## config.mk

```make
export PLATFORM = sky130hd
export DESIGN_NAME = capture_block_packet_locator
export DESIGN_NICKNAME = d
export VERILOG_FILES = /design/src/design/cbpl_pkg.sv /design/src/design/cbpl_in_stage.sv /design/src/design/cbpl_walker.sv /design/src/design/cbpl_out_stage.sv /design/src/design/capture_block_packet_locator.sv
export VERILOG_INCLUDE_DIRS = /design/src /design/src/design
export SDC_FILE = /design/constraint.sdc
export NUM_CORES = 1
export LEC_CHECK = 0
export BUFFER_PORTS_ARGS = -buffer_cell sky130_fd_sc_hd__buf_2
export CORE_MARGIN = 5
export CORE_UTILIZATION = 55
export DETAILED_ROUTE_END_ITERATION = 8
export HOLD_SLACK_MARGIN = 0.03
export PLACE_DENSITY = 0.73
export RECOVER_POWER = 100
export SYNTH_ARGS = -nofsm -noshare
export SYNTH_HDL_FRONTEND = slang
export SYNTH_SLANG_ARGS = --single-unit
```

## constraint.sdc

```tcl
create_clock -name aclk -period 20.1 [get_ports aclk]
set_input_delay 3.015 -clock aclk [delete_from_list [all_inputs] [get_ports aclk]]
set_output_delay 3.015 -clock aclk [all_outputs]
set_load 0.005 [all_outputs]
```

## src/design/capture_block_packet_locator_defines.svh

```systemverilog
// Assertion macros for the capture block packet locator.
`ifndef CAPTURE_BLOCK_PACKET_LOCATOR_DEFINES_SVH
`define CAPTURE_BLOCK_PACKET_LOCATOR_DEFINES_SVH

`ifndef SYNTH
`define CBPL_ASSERT_NOW(label, ante, cons) \
    label: assert property (@(posedge aclk) disable iff (!aresetn) (ante) |-> (cons)) \
        else $error("cbpl assertion failed");
`define CBPL_ASSERT_NEXT(label, ante, cons) \
    label: assert property (@(posedge aclk) disable iff (!aresetn) (ante) |=> (cons)) \
        else $error("cbpl assertion failed");
`else
`define CBPL_ASSERT_NOW(label, ante, cons)
`define CBPL_ASSERT_NEXT(label, ante, cons)
`endif

`endif

```

## src/design/cbpl_pkg.sv

```systemverilog
// Types and constants shared by the capture block packet locator modules.
package cbpl_pkg;

    localparam int DEFAULT_OFFSET_WIDTH = 32;

    localparam logic [31:0] TYPE_EPB = 32'h0000_0006;
    localparam logic [31:0] TYPE_SPB = 32'h0000_0003;

    localparam int HEADER_LEN   = 12;
    localparam int EPB_MIN_LEN  = 32;
    localparam int SPB_MIN_LEN  = 16;
    localparam int EPB_DATA_OFF = 28;
    localparam int SPB_DATA_OFF = 12;

    // byte positions relative to the block start
    localparam int LEN_REL      = 4;
    localparam int LEN_LAST_REL = 7;
    localparam int SPB_SIZE_REL = 8;
    localparam int SPB_LAST_REL = 11;
    localparam int EPB_SIZE_REL = 20;
    localparam int EPB_LAST_REL = 23;
    localparam int WORD_BYTES   = 4;

    localparam int M_TDATA_W = 104;

    typedef enum logic {
        RESULT_PACKET  = 1'b0,
        RESULT_SUMMARY = 1'b1
    } result_kind_t;

    typedef struct packed {
        result_kind_t kind;
        logic [31:0]  packet_offset;
        logic [31:0]  packet_size;
        logic [31:0]  packet_count;
        logic         stopped_malformed;
    } result_t;

    typedef struct packed {
        logic       valid;
        logic [7:0] data_byte;
    } byte_item_t;

    typedef struct packed {
        logic    valid;
        result_t result;
    } result_item_t;

endpackage

```

## src/design/cbpl_in_stage.sv

```systemverilog
// Input register stage: holds one byte until the walker takes it.
module cbpl_in_stage (
    input  logic                aclk,
    input  logic                aresetn,
    input  logic                s_axis_tvalid,
    output logic                s_axis_tready,
    input  logic [7:0]          s_axis_tdata,
    input  logic                proc_ok,
    output cbpl_pkg::byte_item_t item
);
    import cbpl_pkg::*;

    logic       valid_reg;
    logic       valid_next;
    logic [7:0] byte_reg;
    logic       s_fire;
    logic       proc;

    assign proc          = valid_reg && proc_ok;
    assign s_axis_tready = !valid_reg || proc_ok;
    assign s_fire        = s_axis_tvalid && s_axis_tready;

    always_comb begin
        valid_next = valid_reg;
        if (s_fire) begin
            valid_next = 1'b1;
        end else if (proc) begin
            valid_next = 1'b0;
        end
    end

    always_ff @(posedge aclk) begin
        if (!aresetn) begin
            valid_reg <= 1'b0;
        end else begin
            valid_reg <= valid_next;
        end
    end

    always_ff @(posedge aclk) begin
        if (s_fire) begin
            byte_reg <= s_axis_tdata;
        end
    end

    assign item.valid     = proc;
    assign item.data_byte = byte_reg;

endmodule

```

## src/design/cbpl_walker.sv

```systemverilog
// Block walker: tracks block boundaries and decodes packet locations per byte.
module cbpl_walker #(
    parameter int OFFSET_WIDTH = cbpl_pkg::DEFAULT_OFFSET_WIDTH
) (
    input  logic                   aclk,
    input  logic                   aresetn,
    input  logic                   cfg_we,
    input  logic [31:0]            cfg_wdata,
    input  cbpl_pkg::byte_item_t   item,
    output cbpl_pkg::result_item_t res
);
    import cbpl_pkg::*;

    localparam int OW = OFFSET_WIDTH;
    localparam int SW = ((OFFSET_WIDTH > 32) ? OFFSET_WIDTH : 32) + 1;

    logic [31:0]   len_reg;
    logic [OW-1:0] pos_reg,    pos_next;
    logic [OW-1:0] bs_reg,     bs_next;
    logic [31:0]   type_reg,   type_next;
    logic [31:0]   length_reg, length_next;
    logic [31:0]   size_reg,   size_next;
    logic [31:0]   count_reg,  count_next;
    logic          stopped_reg, stopped_next;

    logic [SW-1:0] pos_ext, bs_ext, len_ext, rel, pos_plus1;
    logic [31:0]   len_sh, size_sh;
    logic          in_range, parse, last, hit, bad_len;
    logic          spb_hit, epb_hit;
    logic [OW-1:0] off_sum;
    logic [SW-1:0] off_ext;

    always_comb begin
        pos_ext   = SW'(pos_reg);
        bs_ext    = SW'(bs_reg);
        len_ext   = SW'(len_reg);
        rel       = pos_ext - bs_ext;
        pos_plus1 = pos_ext + SW'(1);
        in_range  = pos_ext < len_ext;
        last      = pos_plus1 == len_ext;
        parse     = !stopped_reg && (pos_ext >= bs_ext)
                    && (bs_ext + SW'(HEADER_LEN) <= len_ext);
        len_sh    = {item.data_byte, length_reg[31:8]};
        size_sh   = {item.data_byte, size_reg[31:8]};
        bad_len   = (len_sh < 32'(HEADER_LEN)) || (bs_ext + SW'(len_sh) > len_ext);
        spb_hit   = (rel == SW'(SPB_LAST_REL)) && (type_reg == TYPE_SPB)
                    && (length_reg >= 32'(SPB_MIN_LEN));
        epb_hit   = (rel == SW'(EPB_LAST_REL)) && (type_reg == TYPE_EPB)
                    && (length_reg >= 32'(EPB_MIN_LEN));
    end

    always_comb begin
        pos_next     = pos_reg;
        bs_next      = bs_reg;
        type_next    = type_reg;
        length_next  = length_reg;
        size_next    = size_reg;
        count_next   = count_reg;
        stopped_next = stopped_reg;
        hit          = 1'b0;
        off_sum      = bs_reg + OW'(SPB_DATA_OFF);
        if (item.valid && in_range) begin
            pos_next = pos_reg + OW'(1);
            if (parse) begin
                if (rel < SW'(LEN_REL)) begin
                    type_next = {item.data_byte, type_reg[31:8]};
                end else if (rel < SW'(SPB_SIZE_REL)) begin
                    length_next = len_sh;
                    if (rel == SW'(LEN_LAST_REL) && bad_len) begin
                        stopped_next = 1'b1;
                    end
                end else begin
                    if (rel < SW'(SPB_SIZE_REL + WORD_BYTES)
                        || (rel >= SW'(EPB_SIZE_REL)
                            && rel < SW'(EPB_SIZE_REL + WORD_BYTES))) begin
                        size_next = size_sh;
                    end
                    if (spb_hit) begin
                        hit = 1'b1;
                    end else if (epb_hit) begin
                        hit     = 1'b1;
                        off_sum = bs_reg + OW'(EPB_DATA_OFF);
                    end
                    if (hit) begin
                        count_next = count_reg + 32'd1;
                    end
                    // advance to the next block on its last byte
                    if (rel + SW'(1) == SW'(length_reg)) begin
                        bs_next = bs_reg + OW'(length_reg);
                    end
                end
            end
        end
    end

    always_comb begin
        off_ext                      = SW'(off_sum);
        res.valid                    = item.valid && in_range && (hit || last);
        res.result.kind              = RESULT_PACKET;
        res.result.packet_offset     = off_ext[31:0];
        res.result.packet_size       = size_next;
        res.result.packet_count      = count_next;
        res.result.stopped_malformed = 1'b0;
        if (!hit) begin
            res.result.kind              = RESULT_SUMMARY;
            res.result.packet_offset     = '0;
            res.result.packet_size       = '0;
            res.result.stopped_malformed = stopped_next;
        end
    end

    always_ff @(posedge aclk) begin
        if (!aresetn) begin
            len_reg     <= '0;
            pos_reg     <= '0;
            bs_reg      <= '0;
            type_reg    <= '0;
            length_reg  <= '0;
            size_reg    <= '0;
            count_reg   <= '0;
            stopped_reg <= 1'b0;
        end else begin
            if (cfg_we) begin
                len_reg <= cfg_wdata;
            end
            pos_reg     <= pos_next;
            bs_reg      <= bs_next;
            type_reg    <= type_next;
            length_reg  <= length_next;
            size_reg    <= size_next;
            count_reg   <= count_next;
            stopped_reg <= stopped_next;
        end
    end

endmodule

```

## src/design/cbpl_out_stage.sv

```systemverilog
// Result register stage: holds one result until the downstream side takes it.
module cbpl_out_stage (
    input  logic                       aclk,
    input  logic                       aresetn,
    input  cbpl_pkg::result_item_t     res,
    output logic                       proc_ok,
    output logic                       m_axis_tvalid,
    input  logic                       m_axis_tready,
    output logic [cbpl_pkg::M_TDATA_W-1:0] m_axis_tdata,
    output logic                       m_axis_tuser
);
    import cbpl_pkg::*;

    logic    valid_reg;
    logic    valid_next;
    result_t data_reg;

    assign proc_ok = !valid_reg || m_axis_tready;

    always_comb begin
        valid_next = valid_reg;
        if (res.valid) begin
            valid_next = 1'b1;
        end else if (m_axis_tready) begin
            valid_next = 1'b0;
        end
    end

    always_ff @(posedge aclk) begin
        if (!aresetn) begin
            valid_reg <= 1'b0;
        end else begin
            valid_reg <= valid_next;
        end
    end

    always_ff @(posedge aclk) begin
        if (res.valid) begin
            data_reg <= res.result;
        end
    end

    assign m_axis_tvalid = valid_reg;
    assign m_axis_tuser  = data_reg.kind;
    assign m_axis_tdata  = {7'b0, data_reg.stopped_malformed, data_reg.packet_count,
                            data_reg.packet_size, data_reg.packet_offset};

endmodule

```

## src/design/capture_block_packet_locator.sv

```systemverilog
// Capture block packet locator top level: walks length-prefixed capture blocks.
//
//  channel   dir  payload                                          handshake
//  s_axis    in   tdata[7:0] data_byte                             tvalid/tready
//  m_axis    out  tdata: offset, size, count, stopped; tuser kind  tvalid/tready
//  cfg       in   cfg_wdata[31:0] buffer_length                    cfg_we
//
// One byte per cycle sustained while m_axis does not stall; a result passes from the
// input register through the walker's compare/add logic into the result register.
// Reset clears the scan state and buffer_length; no clearing pass is needed.
// A stalled m_axis holds the result; s_axis still takes one byte into the input
// register before tready drops.
`include "capture_block_packet_locator_defines.svh"

module capture_block_packet_locator #(
    parameter int OFFSET_WIDTH = cbpl_pkg::DEFAULT_OFFSET_WIDTH
) (
    input  logic                           aclk,
    input  logic                           aresetn,
    input  logic                           cfg_we,
    input  logic [31:0]                    cfg_wdata,     // buffer_length
    input  logic                           s_axis_tvalid,
    output logic                           s_axis_tready,
    input  logic [7:0]                     s_axis_tdata,  // [7:0] data_byte
    output logic                           m_axis_tvalid,
    input  logic                           m_axis_tready,
    // [31:0] packet_offset, [63:32] packet_size, [95:64] packet_count,
    // [96] stopped_malformed, [103:97] zero
    output logic [cbpl_pkg::M_TDATA_W-1:0] m_axis_tdata,
    output logic                           m_axis_tuser   // result_kind
);
    import cbpl_pkg::*;

    byte_item_t   item;
    result_item_t res;
    logic         proc_ok;

    cbpl_in_stage u_in_stage (
        .aclk          (aclk),
        .aresetn       (aresetn),
        .s_axis_tvalid (s_axis_tvalid),
        .s_axis_tready (s_axis_tready),
        .s_axis_tdata  (s_axis_tdata),
        .proc_ok       (proc_ok),
        .item          (item)
    );

    cbpl_walker #(
        .OFFSET_WIDTH (OFFSET_WIDTH)
    ) u_walker (
        .aclk      (aclk),
        .aresetn   (aresetn),
        .cfg_we    (cfg_we),
        .cfg_wdata (cfg_wdata),
        .item      (item),
        .res       (res)
    );

    cbpl_out_stage u_out_stage (
        .aclk          (aclk),
        .aresetn       (aresetn),
        .res           (res),
        .proc_ok       (proc_ok),
        .m_axis_tvalid (m_axis_tvalid),
        .m_axis_tready (m_axis_tready),
        .m_axis_tdata  (m_axis_tdata),
        .m_axis_tuser  (m_axis_tuser)
    );

    `CBPL_ASSERT_NOW(a_ready_low_only_on_stall, !s_axis_tready, m_axis_tvalid && !m_axis_tready)
    `CBPL_ASSERT_NEXT(a_stall_keeps_result, !s_axis_tready, m_axis_tvalid)
    `CBPL_ASSERT_NOW(a_summary_has_no_location, m_axis_tvalid && (m_axis_tuser == RESULT_SUMMARY), m_axis_tdata[63:0] == 64'd0)
    `CBPL_ASSERT_NOW(a_packet_not_stopped, m_axis_tvalid && (m_axis_tuser == RESULT_PACKET), !m_axis_tdata[96])

endmodule
```

==> results of run 1 <==
synthesized netlist by cell type (all sizes together) (5+ instances only):
library cell,n
a21o,62
a2111oi,11
nor3,73
o2111ai,9
xor2,72
nor2b,125
edfxtp,106
xnor2,181
nand2b,22
o211a,5
o21bai,16
or2,12
a21boi,43
dfxtp,227
a211oi,24
nor2,208
or4b,7
or4,13
nand4,69
a21oi,118
nand3b,5
o21a,21
and3,38
a31o,6
nand2,242
nand3,81
nor3b,7
clkbuf,83
o211ai,16
a221oi,7
buf,32
mux2i,141
o31ai,9
a31oi,11
o21ai,95
or3,21
nor4,40
and4,13
and2,83
ha,195
inv,116
a211o,11
critical path, delay by kind of cell:
| kind | cells | cell delay, ns |
|---|---|---|
| simple gates | 1 | 0.68 |
| buf+inv | 2 | 6.86 |
| mux | 1 | 0.13 |
path summary, 6_finish.rpt:
| path | endpoint | slack [ns] |
|---|---|---|
| max | u_walker.bs_reg[20] | 9.82 |
| min reg2reg | u_walker.size_reg[6] | 0.52 |
| min | u_walker.size_reg[6] | 0.52 |
| max reg2reg | u_out_stage.m_axis_tdata[75] | 10.78 |
cell type report:
cell class / count / area (um2)
flip-flops and latches: 333 / 7730
clock inverters: 18 / 134
fillers: 3816 / 16900
well taps: 585 / 732
repair buffers: 157 / 714
inverters: 116 / 435
multi-input cells: 2182 / 15300
clock buffers: 52 / 1050
power by group:
group          switching (mW)  total (mW)  internal (mW)  leakage [nW]
registers              0.0101       0.707          0.697          2.64
logic                  0.0628       0.109         0.0462          7.61
clock network           0.287       0.669          0.382         0.585
total                   0.359        1.49           1.13          10.8
logic make-up (layout without fill, tap and decap cells):
logic type | count (synthesis) | after routing | synth area share, %
mux | 143 | 143 | 6.02
simple gates | 1073 | 1073 | 23.3
flops | 333 | 333 | 32.4
fa+ha+maj | 200 | 200 | 10.6
other cells | 1 | 7 | 0.0157
xor+xnor | 255 | 255 | 9.47
compound gates | 504 | 504 | 14.4
buf+inv | 231 | 343 | 3.95
layer usage:
| metal | up-vias | wire, um | track usage, % |
|---|---|---|---|
| met5 | - | 0 | 0 |
| met4 | 0 | 3470 | 12.7 |
| met3 | 190 | 6340 | 5.15 |
| met2 | 886 | 32100 | 46.8 |
| met1 | 10100 | 30800 | 40.0 |
| li1 | 10000 | - | - |
==> out/results.ini, run 1 <==
[run_status]
status = finished with violations
violations = capacitance limit, slew limit

[power]
powerDensity_nw_per_um2 = 57.0
ir_drop_v = 0.0000617
power_leakage_nw = 10.8
total_power_mw = 1.49

[critical_path]
criticalPathCategory = in2reg
end_kind = register
critPathSlowestCell = clkbuf_1
crit_chain = clkbuf_1, clkbuf_1, or4b_2, mux2i_1
path_common_cell = clkbuf_1
worst_ep_required_time_ns = 20.57
critPathArrivalTime_ns = 10.75
startpoint = aresetn
cp-start-kind = primary input
cp_max_fo = 166
ff2ff_path_depth = 22
r2r-start = u_walker.bs_reg[8]
slowest_delay_ns = 3.96

[drt]
drtIter0Drc = 1718
drtPass1Iterations = 7
via_per_inst = 6.15
routed_wl_um = 72700
drc = 0
wire_per_inst_um = 21.1
ant_nets = 0
vias = 21200

[yosys]
synthFlopType = dfxtp_1
synth_cell_types = 91
synth_top_area_share_pct = 19.0
synth_edf_count = 106
syn_area_um2 = 23900
yosysWarnings = 0
synth.area.top_cells = dfxtp_1, edfxtp_1, ha_1
synth_area_leader_cell = dfxtp_1
synth-seq-cells = 333
seq_area_frac_synth_pct = 32.4
syn_avg_cell_area_um2 = 8.72
async_flop_share_pct = 0
syn_inst = 2740

[timing]
period_share_pct = 51.1
period_needed_ns = 10.28
finalSetupTns_ns = 0
rsz0062_at_grt = false
worst_slack_ns = 9.82
hold_slack_ns = 0.515
tightest_slew_ns = 5.75
fin_worst_skew_ns = 0.0224
setup_viol = 0
report.final.slew_viol_count = 495
fmax_mhz = 97.3
maxSlewHeadroom_pct = -283
hold_viol = 0

[cts]
cts_buffers = 38
clkLatencyLatePin_ns = 0.57
postCtsHoldBufs = 0
cts_resized = 0
clockBufferDepth = 3
h-tree-depth = 2
cts_sinks = 333
cts_tree = done
clk_pin_slew_worst_paths_ns = 0.06
post_cts_buffers = 0
cts_root_buffer = clkbuf_16

[die]
initial_core_util_pct = 55.6
fp.dieArea_um2 = 47700
core.rowCount = 76
die_y_um = 218
ios = 152
die_x_um = 218
core_area_um2 = 43000

[hold_path]
holdPathStages = 2
hp-class = reg2reg
hp-start = u_walker.size_reg[6]

[finish]
n_antenna_cell = 0
final_util_pct = 60.6
layout_commonest_cell = nand2_1
most-common-layout-cells = nand2_1, dfxtp_1, nor2_1, ha_1, xnor2_1
syn_to_final_growth_pct = 9.11
largest_reg_flops = 97
fin_area_um2 = 26100
drive_above_1_share_pct = 6.30
layout.cells.non_filler = 3443
fin_nets = 3071

[grt]
grt_overflow = 0
grt_pass1_wl_um = 112000
antenna_found_initial = 0
track_usage_pct = 29.6
grt_max_degree = 167
grt_pass1_vias = 20300

[place]
port_buffers = 144
place_congestion = 0.976
postPlaceCellArea_um2 = 25000
dp_hpwl_um = 55500
placed_cells = 3373
pre_cts_ws_ns = 12.79

[run]
cap_violations = 7

No activity file was read; power rests on OpenSTA's default activity.
==> inputs of run 2 (changes only) <==
Settings changed: PLACE_DENSITY 0.73 to 0.76.
Clock period 20.1 ns to 8.66 ns, I/O delays scaled along.
==> run 2 against run 1 <==
Effect of this change:
- the run still ends with capacitance limit, slew limit left
- cell count is 0.23% higher
- combinational power increased by 130%
- sequential share of layout area is 0.22 points lower
- die area is the same
- highest routed layer unchanged
- setup slack got worse by 8.9 ns
- routed wire length up 1.7%
- largest cell class unchanged
- flip-flop and latch count did not move
- via count barely moved
- register-to-register slack worse by 9.9 ns
- hold slack better by 0.0025 ns
==> out/results.ini, run 2 (synthesis results as in run 1) <==
[run_status]
status = finished with violations
violations = capacitance limit, slew limit

[timing]
finalSetupTns_ns = 0
report.final.slew_viol_count = 273
period_needed_ns = 7.77
fin_worst_skew_ns = 0.0229
rsz0062_at_grt = false
tightest_slew_ns = 4.03
period_share_pct = 89.7
fmax_mhz = 129
maxSlewHeadroom_pct = -168
hold_viol = 0
setup_viol = 0

[die]
die_y_um = 218
ios = 152
die_x_um = 218
fp.dieArea_um2 = 47700
initial_core_util_pct = 55.6
core.rowCount = 76
core_area_um2 = 43000

[critical_path]
end_kind = register
cp_max_fo = 67
slowest_delay_ns = 1.18
crit_chain = inv_1, nor4_1, nand2_1, nor3_1, nand2_1, inv_1, nand3_1, nor4_1, xnor2_1, ha_1, nand4_1, nor2_1, a211oi_1, o211ai_1, o211ai_1, nand4b_1, nor4_1, inv_2, buf_4, o41ai_4, clkbuf_1
worst_ep_required_time_ns = 8.84
critPathSlowestCell = clkbuf_1
path_common_cell = nor4_1
cp-start-kind = register
reg2reg_slack_ns = 0.89
critPathArrivalTime_ns = 7.95
criticalPathCategory = reg2reg

[finish]
syn_to_final_growth_pct = 9.92
num-fill-cells = 3772
most-common-layout-cells = nand2_1, dfxtp_1, nor2_1, ha_1, xnor2_1
layout.cells.non_filler = 3451
largest_reg_flops = 97
fin_nets = 3077
drive_above_1_share_pct = 6.74
layout_commonest_cell = nand2_1

[grt]
grt_overflow = 0
grt_pass1_vias = 20700
grt_max_degree = 145
grt_pass1_wl_um = 115000
antenna_found_initial = 0
track_usage_pct = 30.3

[drt]
drtIter0Drc = 1759
routed_wl_um = 73900
wire_per_inst_um = 21.4
drtPass1Iterations = 6
ant_nets = 0
vias = 21200
via_per_inst = 6.14
drc = 0

[place]
placed_cells = 3378
port_buffers = 144
dp_hpwl_um = 56600
place_congestion = 0.986

[cts]
cts_sinks = 333
post_cts_buffers = 0
clk_pin_slew_worst_paths_ns = 0.06
h-tree-depth = 2
cts_tree = done
cts_root_buffer = clkbuf_16
clockBufferDepth = 3
clkLatencyLatePin_ns = 0.59
postCtsHoldBufs = 0
cts_buffers = 39
cts_resized = 0

[power]
power_leakage_nw = 10.9
p_int_mw = 2.69
p_switching_mw = 0.891
total_power_mw = 3.59
p_sw_share_pct = 24.8
p_seq_share_pct = 45.8
comb_power_share_pct = 7.0
ir_drop_v = 0.000160
clock_power_share_pct = 47.2
powerDensity_nw_per_um2 = 137

[hold_path]
hp-class = reg2reg

[run]
cap_violations = 7

[run 2: changes by cell type in the layout (fill, tap and decap cells not counted), moves of 3 or more]
cell	previous run	this run
clkbuf_1	81	76
buf_4	8	11
and2_0	30	47
and2_1	53	36
clkinv_4	0	3
clkinv_1	5	0
[run 2: final timing paths]
check,endpoint,startpoint,cells past startpoint
max,u_out_stage.m_axis_tdata[87],u_walker.bs_reg[8],21
min,u_walker.size_reg[6],u_walker.size_reg[6],2
max reg2reg,u_out_stage.m_axis_tdata[87],u_walker.bs_reg[8],21
min reg2reg,u_walker.size_reg[6],u_walker.size_reg[6],2
[run 2: cell type report]
type,count,area [um2],area share [%]
multi-input combinational,2182,15300,58.2
sequential,333,7730,29.4
clock buffer,47,1040,3.96
timing repair buffer,162,754,2.87
tap,585,732,2.79
inverter,116,435,1.66
clock inverter,25,290,1.11
antenna,1,2.50,0.00953
[run 2: layer usage]
metal | vias to the layer above | GRT usage [%] | share of wire, %
li1 | 10000 | - | -
met1 | 10100 | 40.9 | 43
met2 | 836 | 47.7 | 44
met3 | 204 | 5.10 | 7.7
met4 | 0 | 14.1 | 5.1
met5 | - | 0 | 0
[run 2: power by group through the flow]
stage / logic (mW) / clock network, mW / registers, mW
after floorplan: 0.180 / 0 / 1.66
after global placement: 0.238 / 0 / 1.67
after detailed placement: 0.246 / 0 / 1.67
after CTS: 0.247 / 1.72 / 1.64
after global routing: 0.276 / 1.80 / 1.64
final: 0.253 / 1.69 / 1.64
[run 2: worst max-delay path: cells and delay by family (launching register included)]
| kind | cells | cell delay [ns] |
|---|---|---|
| and+or+nand+nor | 10 | 3.66 |
| buffers and inverters | 5 | 1.99 |
| AOI/OAI and AO/OA | 4 | 0.62 |
| DFF | 1 | 0.56 |
| adders and majority gates | 1 | 0.27 |
| xor gates and xnor gates | 1 | 0.18 |
[run 2: stage by stage]
step / hold WS (ns) / instance area, um2 / setup slack [ns] / utilization, %
CTS: 0.521 / 26400 / 1.39 / 61.3
detailed placement: 0.508 / 25000 / 1.41 / 58.2
finish: 0.518 / 26200 / 0.891 / 61.1
global route: 0.548 / 26200 / 0.314 / 61.1
floorplan: 0.470 / 23900 / 1.86 / -
global placement: 0.499 / 25000 / 1.78 / 58.2
==> inputs of run 3 (changes only) <==
Settings changed: SYNTH_HIERARCHICAL set to 1.
==> run 3 against run 2 <==
Effect of this change:
- the flow still finishes with violations (capacitance limit, slew limit)
- routed wire length fell by 0.67%
- core utilization down 0.74 points
- synthesized cell count shrank 0.88%
- register-to-register slack gained 0.39 ns
- non-clock buffer count shrank 4
- via count decreased by 1.6%
- cell area down 1.2%
- first-iteration DRC count increased by 26%
- clock power shrank 8%
- area after synthesis decreased by 0.12%
- clock skew is 0.011 ns higher
==> out/results.ini, run 3 <==
[grt]
grt_pass1_wl_um = 112000
grt_max_degree = 130
antenna_found_initial = 0
grt_overflow = 0
grt_pass1_vias = 19900
track_usage_pct = 29.7

[critical_path]
r2r-start = u_walker/bs_reg[5]
reg2reg_slack_ns = 1.28
crit_path_end = u_out_stage/m_axis_tdata[10]
end_kind = register
slowest_delay_ns = 1.18
ff2ff_path_depth = 21
startpoint = u_walker/bs_reg[5]
criticalPathCategory = reg2reg
crit_chain = clkinv_1, nor4_1, nand2_1, nor3_1, nand3_1, nor2_1, xnor2_1, ha_1, nand2_1, nor3_1, nand4_1, nor3_1, nand3_1, o21ai_0, a31oi_1, a211oi_1, nand2b_1, nand2b_1, or4_2, a21oi_2, buf_4
critPathSlowestCell = a21oi_2
path_common_cell = nor3_1
path_delay_family = simple AND/OR/NAND/NOR gates
cp-start-kind = register
worst-path-buf-inv = 2
r2r_end = u_out_stage/m_axis_tdata[10]
cp_max_fo = 23
critPathArrivalTime_ns = 7.62
worst_ep_required_time_ns = 8.90
path_depth = 21

[drt]
vias = 20800
ant_nets = 0
drtPass1Iterations = 6
drtIter0Drc = 2224
via_per_inst = 6.11
wire_per_inst_um = 21.5
routed_wl_um = 73400
drc = 0

[timing]
fmax_mhz = 135
period_share_pct = 85.2
tightest_slew_ns = 3.35
maxSlewHeadroom_pct = -124
rsz0062_at_grt = false
report.final.slew_viol_count = 167
fin_worst_skew_ns = 0.0343
setup_viol = 0
period_needed_ns = 7.38
hold_viol = 0
finalSetupTns_ns = 0

[place]
placed_cells = 3345
place_congestion = 0.999
dp_hpwl_um = 56200
port_buffers = 144
postPlaceCellArea_um2 = 24900

[finish]
seqCellArea_um2 = 7730
drive_above_1_share_pct = 7.04
layout.cells.non_filler = 3413
fin_area_um2 = 25900
syn_to_final_growth_pct = 8.72
fin_nets = 3042
largest_reg_flops = 97
most-common-layout-cells = dfxtp_1, nor2_1, nand2_1, ha_1, xnor2_1
layout_commonest_cell = dfxtp_1
num-fill-cells = 3762
n_antenna_cell = 0
multi_input_area_um2 = 15100

[power]
p_sw_share_pct = 24.4
ir_drop_v = 0.000154
clock_power_share_pct = 45.1
comb_power_share_pct = 7.4
p_switching_mw = 0.846
p_int_mw = 2.61
p_seq_share_pct = 47.5
powerDensity_nw_per_um2 = 133
power_leakage_nw = 10.6

[cts]
cts_root_buffer = clkbuf_16
cts_sinks = 333
post_cts_buffers = 0
clockBufferDepth = 3
postCtsHoldBufs = 0
h-tree-depth = 2
cts_buffers = 37
cts_tree = done
clkLatencyLatePin_ns = 0.57
cts_resized = 0
clk_pin_slew_worst_paths_ns = 0.06

[yosys]
synth.area.top_cells = dfxtp_1, edfxtp_1, ha_1
synth_edf_count = 106
yosysMostFrequentCell = dfxtp_1
synth-seq-cells = 333
yosys-top-cells-count = dfxtp_1, nand2_1, nor2_1
synthFlopType = dfxtp_1
async_flop_share_pct = 0
yosysWarnings = 6
synth_top_area_share_pct = 19.1
synth_cell_types = 95
syn_avg_cell_area_um2 = 8.78
synth_area_leader_cell = dfxtp_1
syn_inst = 2716
syn_area_um2 = 23900
seq_area_frac_synth_pct = 32.4

[die]
die_x_um = 218
initial_core_util_pct = 55.5
die_y_um = 218
core_area_um2 = 43000
fp.dieArea_um2 = 47600
core.rowCount = 76
ios = 152

[run_status]
violations = capacitance limit, slew limit
status = finished with violations

[run]
cap_violations = 3

[hold_path]
hp-class = reg2reg

[run 3: changes by cell type in the layout (fill, tap and decap cells not counted), sizes merged, moves of 7 or more]
cell / delta
nor2b: +21
clkbuf: -13
and2: -12
o21bai: -9
nand2: -42
o21ai: +13
nand4: -12
xnor2: -10
or3: +17
and3: -7
nor4b: +8
nand3: -7
[run 3: layer usage]
metal / track usage [%] / vias to the layer above / wire length (um)
li1: - / 9871 / -
met1: 41.2 / 10000 / 31900
met2: 47.4 / 782 / 33300
met3: 4.02 / 159 / 5370
met4: 11.2 / 0 / 2940
met5: 0 / - / 0
[run 3: logic make-up after synthesis]
kind of cell	Yosys count	share of synthesized area (%)
AO/OA/AOI/OAI	524	14.8
XOR/XNOR	247	9.16
buffers and inverters	238	4.17
multiplexers	144	6.07
adder cells (fa/ha/maj)	200	10.6
other	1	0.0157
AND/OR/NAND/NOR	1029	22.8
flip-flops	333	32.4
[run 3: how the worst min path moves through the flow]
stage | to | start | cells past startpoint | slack [ns]
5_1_grt | u_walker/length_reg[3] | u_walker/length_reg[3] | 2 | 0.54
4_1_cts | u_walker/length_reg[0] | u_walker/length_reg[0] | 2 | 0.50
3_5_place_dp | u_walker/length_reg[0] | u_walker/length_reg[0] | 2 | 0.49
6_report | u_walker/length_reg[0] | u_walker/length_reg[0] | 2 | 0.50
2_1_floorplan | u_walker/length_reg[0] | u_walker/length_reg[0] | 2 | 0.47
3_3_place_gp | u_in_stage/valid_reg | u_in_stage/valid_reg | 2 | 0.49
[run 3: worst reg2reg max path, stage by stage, from the launching register on]
cell and delay, ns:
dfxtp_1 0.50, clkinv_1 0.29, nor4_1 0.58, nand2_1 0.34
nor3_1 0.33, nand3_1 0.21, nor2_1 0.19, xnor2_1 0.10
ha_1 0.30, nand2_1 0.07, nor3_1 0.28, nand4_1 0.16
nor3_1 0.27, nand3_1 0.10, o21ai_0 0.09, a31oi_1 0.11
a211oi_1 0.33, nand2b_1 0.18, nand2b_1 0.23, or4_2 0.79
a21oi_2 1.18, buf_4 0.41
[run 3: final cells by class]
class | instances | area share, %
clock inverters | 24 | 0.820
inverters | 118 | 1.71
flip-flops and latches | 333 | 29.8
well taps | 585 | 2.82
multi-input cells | 2151 | 58.1
clock buffers | 44 | 3.79
repair buffers | 158 | 2.95
[run 3: per-stage QoR]
stage                     total power, mW  setup WS [ns]  utilization (%)  hold slack (ns)
after detailed placement             1.93           1.79             58.0            0.495
after global placement               1.92           1.96             58.0            0.488
final                                3.46           1.28             60.3            0.504
after global routing                 3.58          0.629             60.3            0.545
after CTS                            3.48           1.74             60.8            0.504
after floorplan                      1.85          0.890                -            0.469
[run 3: power by group through the flow]
| stage | Clock [mW] | Sequential (mW) | Combinational (mW) |
|---|---|---|---|
| floorplan | 0 | 1.66 | 0.187 |
| global placement | 0 | 1.68 | 0.243 |
| detailed placement | 0 | 1.68 | 0.251 |
| CTS | 1.59 | 1.64 | 0.254 |
| global route | 1.66 | 1.64 | 0.278 |
| finish | 1.56 | 1.64 | 0.256 |
